--- src/hw/rtl/p2d_pkg.sv ---
package p2d_pkg;

	localparam int MAX_ELEMENTS = 16384;
	localparam int ADDR_W       = $clog2(MAX_ELEMENTS);
	localparam int MAX_CHANNELS = 256;
	localparam int SAMPLE_BITS  = 16;
	localparam int CHAN_W       = 9;
	localparam int CIDX_W       = 8;
	localparam int DIM_W        = 12;
	localparam int K_W          = 4;
	localparam int CFG_W        = 24;
	localparam int CFG_IDX_W    = 3;
	localparam int PTR_W        = 32;
	localparam int ROW_W        = 18;
	localparam int SUM_W        = 24;
	localparam int TAPS_W       = 8;
	localparam int DVD_W        = 32;
	localparam int DVS_W        = 12;

	typedef enum logic [CFG_IDX_W-1:0] {
		REG_MODE     = 3'd0,
		REG_CHANNELS = 3'd1,
		REG_IN_SIZE  = 3'd2,
		REG_OUT_SIZE = 3'd3,
		REG_WINDOW   = 3'd4,
		REG_STRIDE   = 3'd5,
		REG_DILATION = 3'd6,
		REG_PAD      = 3'd7
	} cfg_reg_t;

	typedef enum logic [1:0] {
		DIV_CHAN = 2'd0,
		DIV_COL  = 2'd1,
		DIV_AVG  = 2'd2
	} div_sel_t;

	typedef struct packed {
		logic     load_wr;
		logic     zero_ptr;
		logic     clr_resync;
		logic     div_start;
		div_sel_t div_sel;
		logic     take_chan;
		logic     take_col;
		logic     base;
		logic     init_taps;
		logic     issue;
		logic     fin;
	} dp_cmd_t;

	typedef struct packed {
		logic total_zero;
		logic ptr_over;
		logic resync;
		logic div_done;
		logic no_taps;
		logic last_tap;
		logic pipe_busy;
		logic avg_div;
		logic out_free;
	} dp_stat_t;

endpackage

--- src/hw/rtl/p2d_ctrl.sv ---
module p2d_ctrl (
	input  logic                clk,
	input  logic                arst_n,
	input  logic                in_valid,
	input  logic                in_kind,
	output logic                in_ready,
	input  p2d_pkg::dp_stat_t   stat,
	output p2d_pkg::dp_cmd_t    cmd
);
	import p2d_pkg::*;

	typedef enum logic [3:0] {
		S_IDLE, S_WAIT_TOT, S_CHECK, S_DIV_C, S_DIV_W, S_BASE,
		S_INIT, S_TAPS, S_DRAIN, S_DIV_A, S_FINISH
	} state_t;

	state_t state_q, state_d;

	always_comb begin
		state_d  = state_q;
		cmd      = '0;
		in_ready = 1'b0;
		case (state_q)
			S_IDLE: begin
				in_ready = 1'b1;
				if (in_valid) begin
					if (!in_kind) cmd.load_wr = 1'b1;
					else state_d = S_WAIT_TOT;
				end
			end
			S_WAIT_TOT: state_d = S_CHECK;
			S_CHECK: begin
				if (stat.total_zero) begin
					state_d = S_IDLE;
				end else if (stat.resync) begin
					cmd.clr_resync = 1'b1;
					if (stat.ptr_over) begin
						cmd.zero_ptr = 1'b1;
						state_d      = S_BASE;
					end else begin
						cmd.div_start = 1'b1;
						cmd.div_sel   = DIV_CHAN;
						state_d       = S_DIV_C;
					end
				end else begin
					state_d = S_BASE;
				end
			end
			S_DIV_C: begin
				if (stat.div_done) begin
					cmd.take_chan = 1'b1;
					cmd.div_start = 1'b1;
					cmd.div_sel   = DIV_COL;
					state_d       = S_DIV_W;
				end
			end
			S_DIV_W: begin
				if (stat.div_done) begin
					cmd.take_col = 1'b1;
					state_d      = S_BASE;
				end
			end
			S_BASE: begin
				cmd.base = 1'b1;
				state_d  = S_INIT;
			end
			S_INIT: begin
				cmd.init_taps = 1'b1;
				state_d       = stat.no_taps ? S_DRAIN : S_TAPS;
			end
			S_TAPS: begin
				cmd.issue = 1'b1;
				if (stat.last_tap) state_d = S_DRAIN;
			end
			S_DRAIN: begin
				if (!stat.pipe_busy) begin
					if (stat.avg_div) begin
						cmd.div_start = 1'b1;
						cmd.div_sel   = DIV_AVG;
						state_d       = S_DIV_A;
					end else begin
						state_d = S_FINISH;
					end
				end
			end
			S_DIV_A: begin
				if (stat.div_done) state_d = S_FINISH;
			end
			S_FINISH: begin
				if (stat.out_free) begin
					cmd.fin = 1'b1;
					state_d = S_IDLE;
				end
			end
			default: state_d = S_IDLE;
		endcase
	end

	always_ff @(posedge clk or negedge arst_n) begin
		if (!arst_n) state_q <= S_IDLE;
		else state_q <= state_d;
	end

endmodule

--- config.mk ---
export PLATFORM = sky130hd
export DESIGN_NAME = p2d_ctrl
export DESIGN_NICKNAME = d
export VERILOG_FILES = /design/src/hw/rtl/p2d_pkg.sv /design/src/hw/rtl/p2d_ctrl.sv
export SDC_FILE = /design/constraint.sdc
export NUM_CORES = 1
export LEC_CHECK = 0
export BUFFER_PORTS_ARGS = -buffer_cell sky130_fd_sc_hd__buf_4
export CAP_MARGIN = 5
export CORE_MARGIN = 1
export CORE_UTILIZATION = 40
export DETAILED_ROUTE_END_ITERATION = 6
export GPL_TIMING_DRIVEN = 0
export PLACE_DENSITY_LB_ADDON = 0.25
export SYNTH_ARGS = -nofsm -noshare
export SYNTH_HDL_FRONTEND = slang
export SYNTH_SLANG_ARGS = --single-unit
export TNS_END_PERCENT = 50
--- constraint.sdc ---
create_clock -name clk -period 1.5 [get_ports clk]
set_input_delay 0.225 -clock clk [delete_from_list [all_inputs] [get_ports clk]]
set_output_delay 0.225 -clock clk [all_outputs]
set_load 0.005 [all_outputs]
==> impl_metrics.json, run 1 <==
{
  "synth.avg_cell_area_um2": 8.049,
  "dp_hpwl_um": 1081,
  "dp_slack_ns": -0.2580,
  "grt_worst_setup_endpoint": "state_q[2]$_DFFE_PN0P_/D",
  "cts_root_buf": "clkbuf_4",
  "status": "stopped before the end",
  "synth_top_area_share": 0.1856,
  "async_flop_share": 1.000,
  "netlist_instances": 67,
  "synth_enable_flop_cells": 0,
  "syn-num-nets": 80,
  "clock_sinks": 4,
  "worst_path_end_type": "register input",
  "synth_xor_area_frac": 0.01624,
  "placed_area_um2": 759.5,
  "synth_top_area_cell": "dfrtp_1",
  "yosys.area_share.simple": 0.4988,
  "muxShareOfSynthArea": 0.07425,
  "row_count": 12,
  "io_pins": 26,
  "start_util": 0.4605,
  "htreeDepth": 1,
  "yosys-top-cells-area": "dfrtp_1 (19%), mux2_4 (5.6%), and3_1 (4.6%)",
  "synth_cell_types": 39,
  "netlist_top_cells_count": "and3_1 (4), dfrtp_1 (4), nand2b_1 (4), nor2_1 (4), nor2b_1 (4)",
  "syn-cell-area_um2": 539.3,
  "synth_top_family_by_area": "simple AND/OR/NAND/NOR gates",
  "cts_buffers": 3,
  "yosys_warnings": 0,
  "error_line": "[ERROR DPL-0038] Utilization greater than 100%, impossible to legalize",
  "grt_max_degree": 11,
  "synth_seq_area_share": 0.1856,
  "synthAdderAreaFrac": 0,
  "place.gp.congestion": 0.7658,
  "port_buffers": 25,
  "clock_path_buffers": 2,
  "synth-seq-cells": 4,
  "synth_compound_area_frac": 0.1740,
  "die_height_um": 38.72,
  "failed_stage": "global routing",
  "synth-main-ff-cell": "dfrtp_1",
  "fp.dieW_um": 38.72
}
kinds of logic after synthesis:
logic type                after synthesis
muxes                                   3
buffers and inverters                   7
AOI/OAI and AO/OA                      13
xor gates and xnor gates                1
DFF                                     4
and+or+nand+nor                        39
per-stage QoR:
stage / utilization / instances
3_5_place_dp: 0.6485 / 106
4_1_cts: 0.8739 / 124
2_1_floorplan: - / 67
3_3_place_gp: 0.6485 / 106
what timing repair did:
| item | in CTS |
|---|---|
| hold buffers | 1 |
| cloned | 1 |
| setup buffers | 12 |
| hold endpoints to repair | 4 |
| resized for setup | 35 |
| setup endpoints to repair | 17 |
| pin swaps | 6 |
==> run 2: changes to the inputs <==
CORE_AREA = 2 2 63 65   (was unset)
CORE_MARGIN = unset   (was 1)
CORE_UTILIZATION = unset   (was 40)
DIE_AREA = 0 0 65 67   (was unset)
PLACE_DENSITY_LB_ADDON = 0.15   (was 0.25)
clock period = 1.95 ns   (was 1.5 ns; I/O delays follow)
==> run 2 against run 1 <==
Effect of this change: the run now ends clean; synthesized cell count is the same; area after synthesis is the same.
==> impl_metrics.json, run 2 <==
{
  "clock_path_buffers": 2,
  "vdd_drop_max_mv": 0.2191,
  "syn-num-nets": 80,
  "place.gp.congestion": 0.7878,
  "synth-seq-cells": 4,
  "status": "finished clean",
  "crit_required_ns": 1.66,
  "drtAntennaViolNets": 0,
  "wl_per_cell_um": 12.10,
  "viasPerCell": 4.278,
  "layout-drive-gt1-share": 0.4479,
  "timing.fmax_ghz": 0.5323,
  "htreeDepth": 1,
  "drt_iter0_drc": 38,
  "diodes": 0,
  "yosys-top-cells-area": "dfrtp_1 (19%), mux2_4 (5.6%), and3_1 (4.6%)",
  "maxSlewViolCount": 0,
  "syn-cell-area_um2": 539.3,
  "netlist_instances": 67,
  "cts_buffers": 3,
  "fp.dieW_um": 65,
  "top_register": "state_q",
  "fin_nets": 111,
  "grt_max_degree": 11,
  "worst_pin_slew_ns": 0.5062,
  "synth_top_area_share": 0.1856,
  "cp_slowest_cell": "dfrtp_2",
  "antenna_found_initial": 0,
  "hold_class": "in -> async",
  "dr.pass1.iters": 4,
  "tritoncts": "done",
  "setup_ws_ns": 0.07149,
  "async_flop_share": 1.000,
  "path_delay_family": "simple AND/OR/NAND/NOR gates",
  "cp_data_arrival_time_ns": 1.59,
  "synth_seq_area_share": 0.1856,
  "final_cell_mix": "buf_4 (26), nor2b_1 (4), and3_1 (4), nand2b_1 (4)",
  "grt_usage": 0.08547,
  "clock_sinks": 4,
  "dp_slack_ns": 0.05708,
  "slowest_delay_ns": 0.45,
  "synth_enable_flop_cells": 0,
  "fin_crit_sh": 0.9633,
  "power.leakage_uw": 0.0003982,
  "synth.avg_cell_area_um2": 8.049,
  "synth_cell_types": 39,
  "final_area_um2": 860.8,
  "reg2reg_slack_ns": 0.22,
  "start_util": 0.1495,
  "grt_overflow": 0,
  "drt_wl_total_um": 1742,
  "io_pins": 26,
  "startpoint_type": "flop",
  "hold_violations": 0,
  "largest_reg_flops": 4,
  "grt_pass1_wl_um": 2801,
  "synth_top_area_cell": "dfrtp_1",
  "die_height_um": 67,
  "cts.reportedPaths.clkPinSlew_ns": 0.03,
  "area_growth_pct": 59.63,
  "finalSetupViolCount": 0,
  "placed_area_um2": 787.0,
  "drv_cap": 0,
  "crit_path_max_fanout": 10,
  "vias": 616,
  "relSlewSlack": 0.6594,
  "top_regs": "state_q: 4 flops",
  "dp_hpwl_um": 1366,
  "route.detailed.drc": 0,
  "port_buffers": 25,
  "fin_crit_ns": 1.879,
  "p_per_area_nw_per_um2": 1252,
  "core_um2": 3606,
  "p_total_uw": 1077,
  "final_common_cell": "buf_4",
  "grt_pass1_vias": 616,
  "row_count": 22,
  "yosys_warnings": 0,
  "synth-main-ff-cell": "dfrtp_1",
  "clk_latency_ns": 0.22,
  "rsz0062_at_grt": "yes",
  "path_cells": "clkbuf_2, nor4_1, and3b_1, buf_4",
  "die-area_um2": 4355,
  "cts_root_buf": "clkbuf_8",
  "cp_num_buf_inv": 2,
  "skew_ns": 0.0004468,
  "netlist_top_cells_count": "and3_1 (4), dfrtp_1 (4), nand2b_1 (4), nor2_1 (4), nor2b_1 (4)",
  "cp-end-kind": "primary output",
  "path_class": "reg -> out"
}
run 2: cell counts after synthesis:
Identical to the previous run, type by type.
run 2: worst reg2reg max path: cells and delay by family, from the launching register on:
kind | cells | cell delay (ns)
simple gates | 2 | 0.64
flops | 1 | 0.45
mux | 1 | 0.31
compound gates | 1 | 0.21
run 2: area by class of cell:
cell class / count / area (um^2)
plain buffers: 5 / 36.28
multi-input cells: 56 / 414.1
clock buffers: 3 / 41.29
repair buffers: 26 / 197.7
fillers: 399 / 2745
flip-flops and latches: 4 / 103.9
inverters: 2 / 7.507
well taps: 48 / 60.06
run 2: kinds of logic (layout without fill, tap and decap cells):
family	after synthesis	after routing	synth area share
and+or+nand+nor	39	39	0.4988
AOI/OAI and AO/OA	13	13	0.1740
buffers and inverters	7	36	0.05101
muxes	3	3	0.07425
xor gates and xnor gates	1	1	0.01624
DFF	4	4	0.1856
run 2: metrics by stage:
stage | hold WS (ns) | cells | utilization | setup TNS, ns
floorplan | -0.003091 | 67 | - | 0
global placement | 0.09017 | 140 | 0.2183 | 0
detailed placement | 0.09108 | 140 | 0.2183 | 0
CTS | 0.4023 | 144 | 0.2346 | 0
global route | 0.4172 | 144 | 0.2387 | -0.02765
finish | 0.4038 | 144 | 0.2387 | 0
run 2: repair_timing:
item                                   4_1_cts  5_1_grt
cloned                                       0        0
gates resized for setup                      5       10
pin swaps                                    0        0
setup endpoints to repair                    4        4
hold buffers                                 1        0
setup buffers                                0        0
endpoints found under the hold margin        4        0
run 2: power breakdown:
| group | internal (uW) | leakage, uW | switching [uW] |
|---|---|---|---|
| Sequential | 126 | 0.0000467 | 65.0 |
| Combinational | 370 | 0.000330 | 339 |
| Clock | 132 | 0.0000216 | 45.9 |
run 2: worst paths after layout:
kind,from,endpoint,depth (start not counted)
worst min-delay path,arst_n,state_q[3]$_DFFE_PN0P_,2
max in group asynchronous,arst_n,state_q[0]$_DFFE_PN0P_,2
worst max register to register,state_q[2]$_DFFE_PN0P_,state_q[2]$_DFFE_PN0P_,4
worst min register to register,state_q[3]$_DFFE_PN0P_,state_q[3]$_DFFE_PN0P_,2
worst max-delay path,state_q[2]$_DFFE_PN0P_,cmd[11],4
min in group clk,stat[4],state_q[3]$_DFFE_PN0P_,4
run 2: metal layers:
metal | vias to the layer above | track usage | share of wire
met3 | 2 | 0.01520 | 0.032
met1 | 296 | 0.1008 | 0.44
li1 | 308 | - | -
met5 | - | 0 | 0
met2 | 10 | 0.1456 | 0.51
met4 | 0 | 0.04787 | 0.013
Note: power is estimated with default switching activity, not from simulation.
==> run 3: changes to the inputs <==
CELL_PAD_IN_SITES_DETAIL_PLACEMENT = 1   (was unset)
CELL_PAD_IN_SITES_GLOBAL_PLACEMENT = 1   (was unset)
PLACE_DENSITY = 0.55   (was unset)
PLACE_DENSITY_LB_ADDON = unset   (was 0.15)
SLEW_MARGIN = 20   (was unset)
==> run 3 against run 2 <==
Effect of this change: critical path depth up 3; fmax up 1.8%; highest routed layer unchanged; core utilization up 0.35 points; first-iteration DRC count down 42%; die area unchanged; cell count unchanged; critical path type unchanged; combinational power up 3.5%; register-to-register slack worse by 0.05 ns; clock skew up 0.0012 ns; power up 2.4%; worst hold slack better by 0.0079 ns; largest power group unchanged; clock power about the same.
==> impl_metrics.json, run 3 (synthesis results as in run 2) <==
{
  "cp-end-kind": "primary output",
  "clock_sinks": 4,
  "largest_reg_flops": 4,
  "grt_pass1_vias": 653,
  "top_register": "state_q",
  "diodes": 0,
  "p_int_uw": 636.9,
  "comb_power_share": 0.666,
  "io_pins": 26,
  "row_count": 22,
  "power.leakage_uw": 0.0004006,
  "route.detailed.drc": 0,
  "cp_data_arrival_time_ns": 1.55,
  "status": "finished clean",
  "drv_cap": 0,
  "rr_startpoint": "state_q[1]$_DFFE_PN0P_",
  "cts.reportedPaths.clkPinSlew_ns": 0.03,
  "path_class": "reg -> out",
  "cts_root_buf": "clkbuf_8",
  "place.gp.congestion": 0.7788,
  "rsz0062_at_grt": "no",
  "pwr-share-seq": 0.175,
  "worst_pin_slew_ns": 0.5099,
  "r2r_cells": 5,
  "dr.pass1.iters": 2,
  "dp_hpwl_um": 1410,
  "crit_path_max_fanout": 10,
  "antenna_found_initial": 0,
  "reg2reg_slack_ns": 0.17,
  "timing.fmax_ghz": 0.5417,
  "hold_violations": 0,
  "drt_iter0_drc": 22,
  "viasPerCell": 4.368,
  "whs_ns": 0.4117,
  "drtAntennaViolNets": 0,
  "fin_cells": 144,
  "layout-drive-gt1-share": 0.4688,
  "maxSlewViolCount": 0,
  "htreeDepth": 1,
  "grt_usage": 0.08903,
  "clock_power_share": 0.159,
  "switching_share": 0.4224,
  "start_util": 0.1495,
  "tritoncts": "done",
  "clock_path_buffers": 2,
  "port_buffers": 25,
  "fin_nets": 111,
  "clk_latency_ns": 0.22,
  "fp.dieW_um": 65,
  "fin_crit_ns": 1.846,
  "power.switching_uw": 465.9,
  "reg2reg_to": "state_q[2]$_DFFE_PN0P_",
  "die_height_um": 67,
  "grt_overflow": 0,
  "grt_max_degree": 11,
  "crit_required_ns": 1.66,
  "skew_ns": 0.001646,
  "vdd_drop_max_mv": 0.2501,
  "area_growth_pct": 61.95,
  "grt_pass1_wl_um": 3091,
  "hold_class": "in -> async",
  "p_per_area_nw_per_um2": 1263,
  "drt_wl_total_um": 1859,
  "vias": 629,
  "cts_buffers": 3,
  "setup_tns_ns": 0,
  "die-area_um2": 4355,
  "top_regs": "state_q: 4 flops",
  "core_um2": 3606,
  "startpoint_type": "flop",
  "final_cell_mix": "buf_4 (27), nor2b_1 (4), and3_1 (4), nand2b_1 (4)",
  "relSlewSlack": 0.6570,
  "final_common_cell": "buf_4",
  "place_inst": 140,
  "post-cts-setup-buffers": 0,
  "finalSetupViolCount": 0,
  "fin_crit_sh": 0.9467,
  "wl_per_cell_um": 12.91
}
[run 3: cell count changes in the layout (fill, tap and decap cells not counted)]
cell	change
nor3b_1	-1
nor4_2	+1
nor4_1	-1
buf_2	-1
clkbuf_2	-1
buf_4	+1
buf_6	-1
clkbuf_4	+2
nor3b_2	+1
[run 3: layout make-up]
| class | instances | area, um^2 |
|---|---|---|
| fillers | 428 | 2733 |
| multi-input cells | 56 | 425.4 |
| inverters | 2 | 7.507 |
| plain buffers | 5 | 37.54 |
| repair buffers | 26 | 197.7 |
| well taps | 48 | 60.06 |
| clock buffers | 3 | 41.29 |
| flip-flops and latches | 4 | 103.9 |
[run 3: worst max-delay path by stage]
stage,endpoint,cells after the start,startpoint,slack (ns)
after floorplan,state_q[2]$_DFFE_PN0P_,4,state_q[2]$_DFFE_PN0P_,0.29
after global placement,cmd[8],7,state_q[1]$_DFFE_PN0P_,0.09
after detailed placement,cmd[8],7,state_q[1]$_DFFE_PN0P_,0.06
after CTS,cmd[11],4,state_q[2]$_DFFE_PN0P_,0.01
after global routing,cmd[8],7,state_q[1]$_DFFE_PN0P_,0.002
final,cmd[8],7,state_q[1]$_DFFE_PN0P_,0.10
[run 3: worst max-delay path, cell delays in order (launching register included)]
cell and delay [ns]:
dfrtp_1 0.40, buf_4 0.18, buf_4 0.18, nor2_1 0.11, and4b_1 0.25, nor2_1 0.06, nand2_1 0.06, buf_4 0.10
[run 3: power groups by stage]
stage	Combinational (uW)	Clock (uW)	Sequential, uW
after global placement	678	0	185
final	734	175	194
after detailed placement	691	0	186
after floorplan	486	0	162
after CTS	711	180	187
after global routing	821	185	204
[run 3: what timing repair did]
action	4_1_cts	5_1_grt
cloned	0	0
hold buffers	1	0
setup endpoints to repair	4	3
endpoints found under the hold margin	4	0
resized for setup	6	13
[run 3: routing by layer]
metal	track usage	share of wire	vias up
met5	0	0	-
met4	0.03191	0.013	0
met3	0.01351	0.047	4
met2	0.1430	0.48	15
met1	0.1200	0.46	300
li1	-	-	310
[run 3: per-stage QoR]
stage | setup WS (ns) | util | instance area, um^2 | total power [uW]
after detailed placement | 0.05615 | 0.2183 | 787.0 | 876.8
final | 0.1039 | 0.2422 | 873.3 | 1103
after floorplan | 0.2868 | - | 539.3 | 647.9
after global routing | 0.002266 | 0.2422 | 873.3 | 1211
after global placement | 0.08650 | 0.2183 | 787.0 | 863.8
after CTS | 0.01027 | 0.2353 | 848.3 | 1078
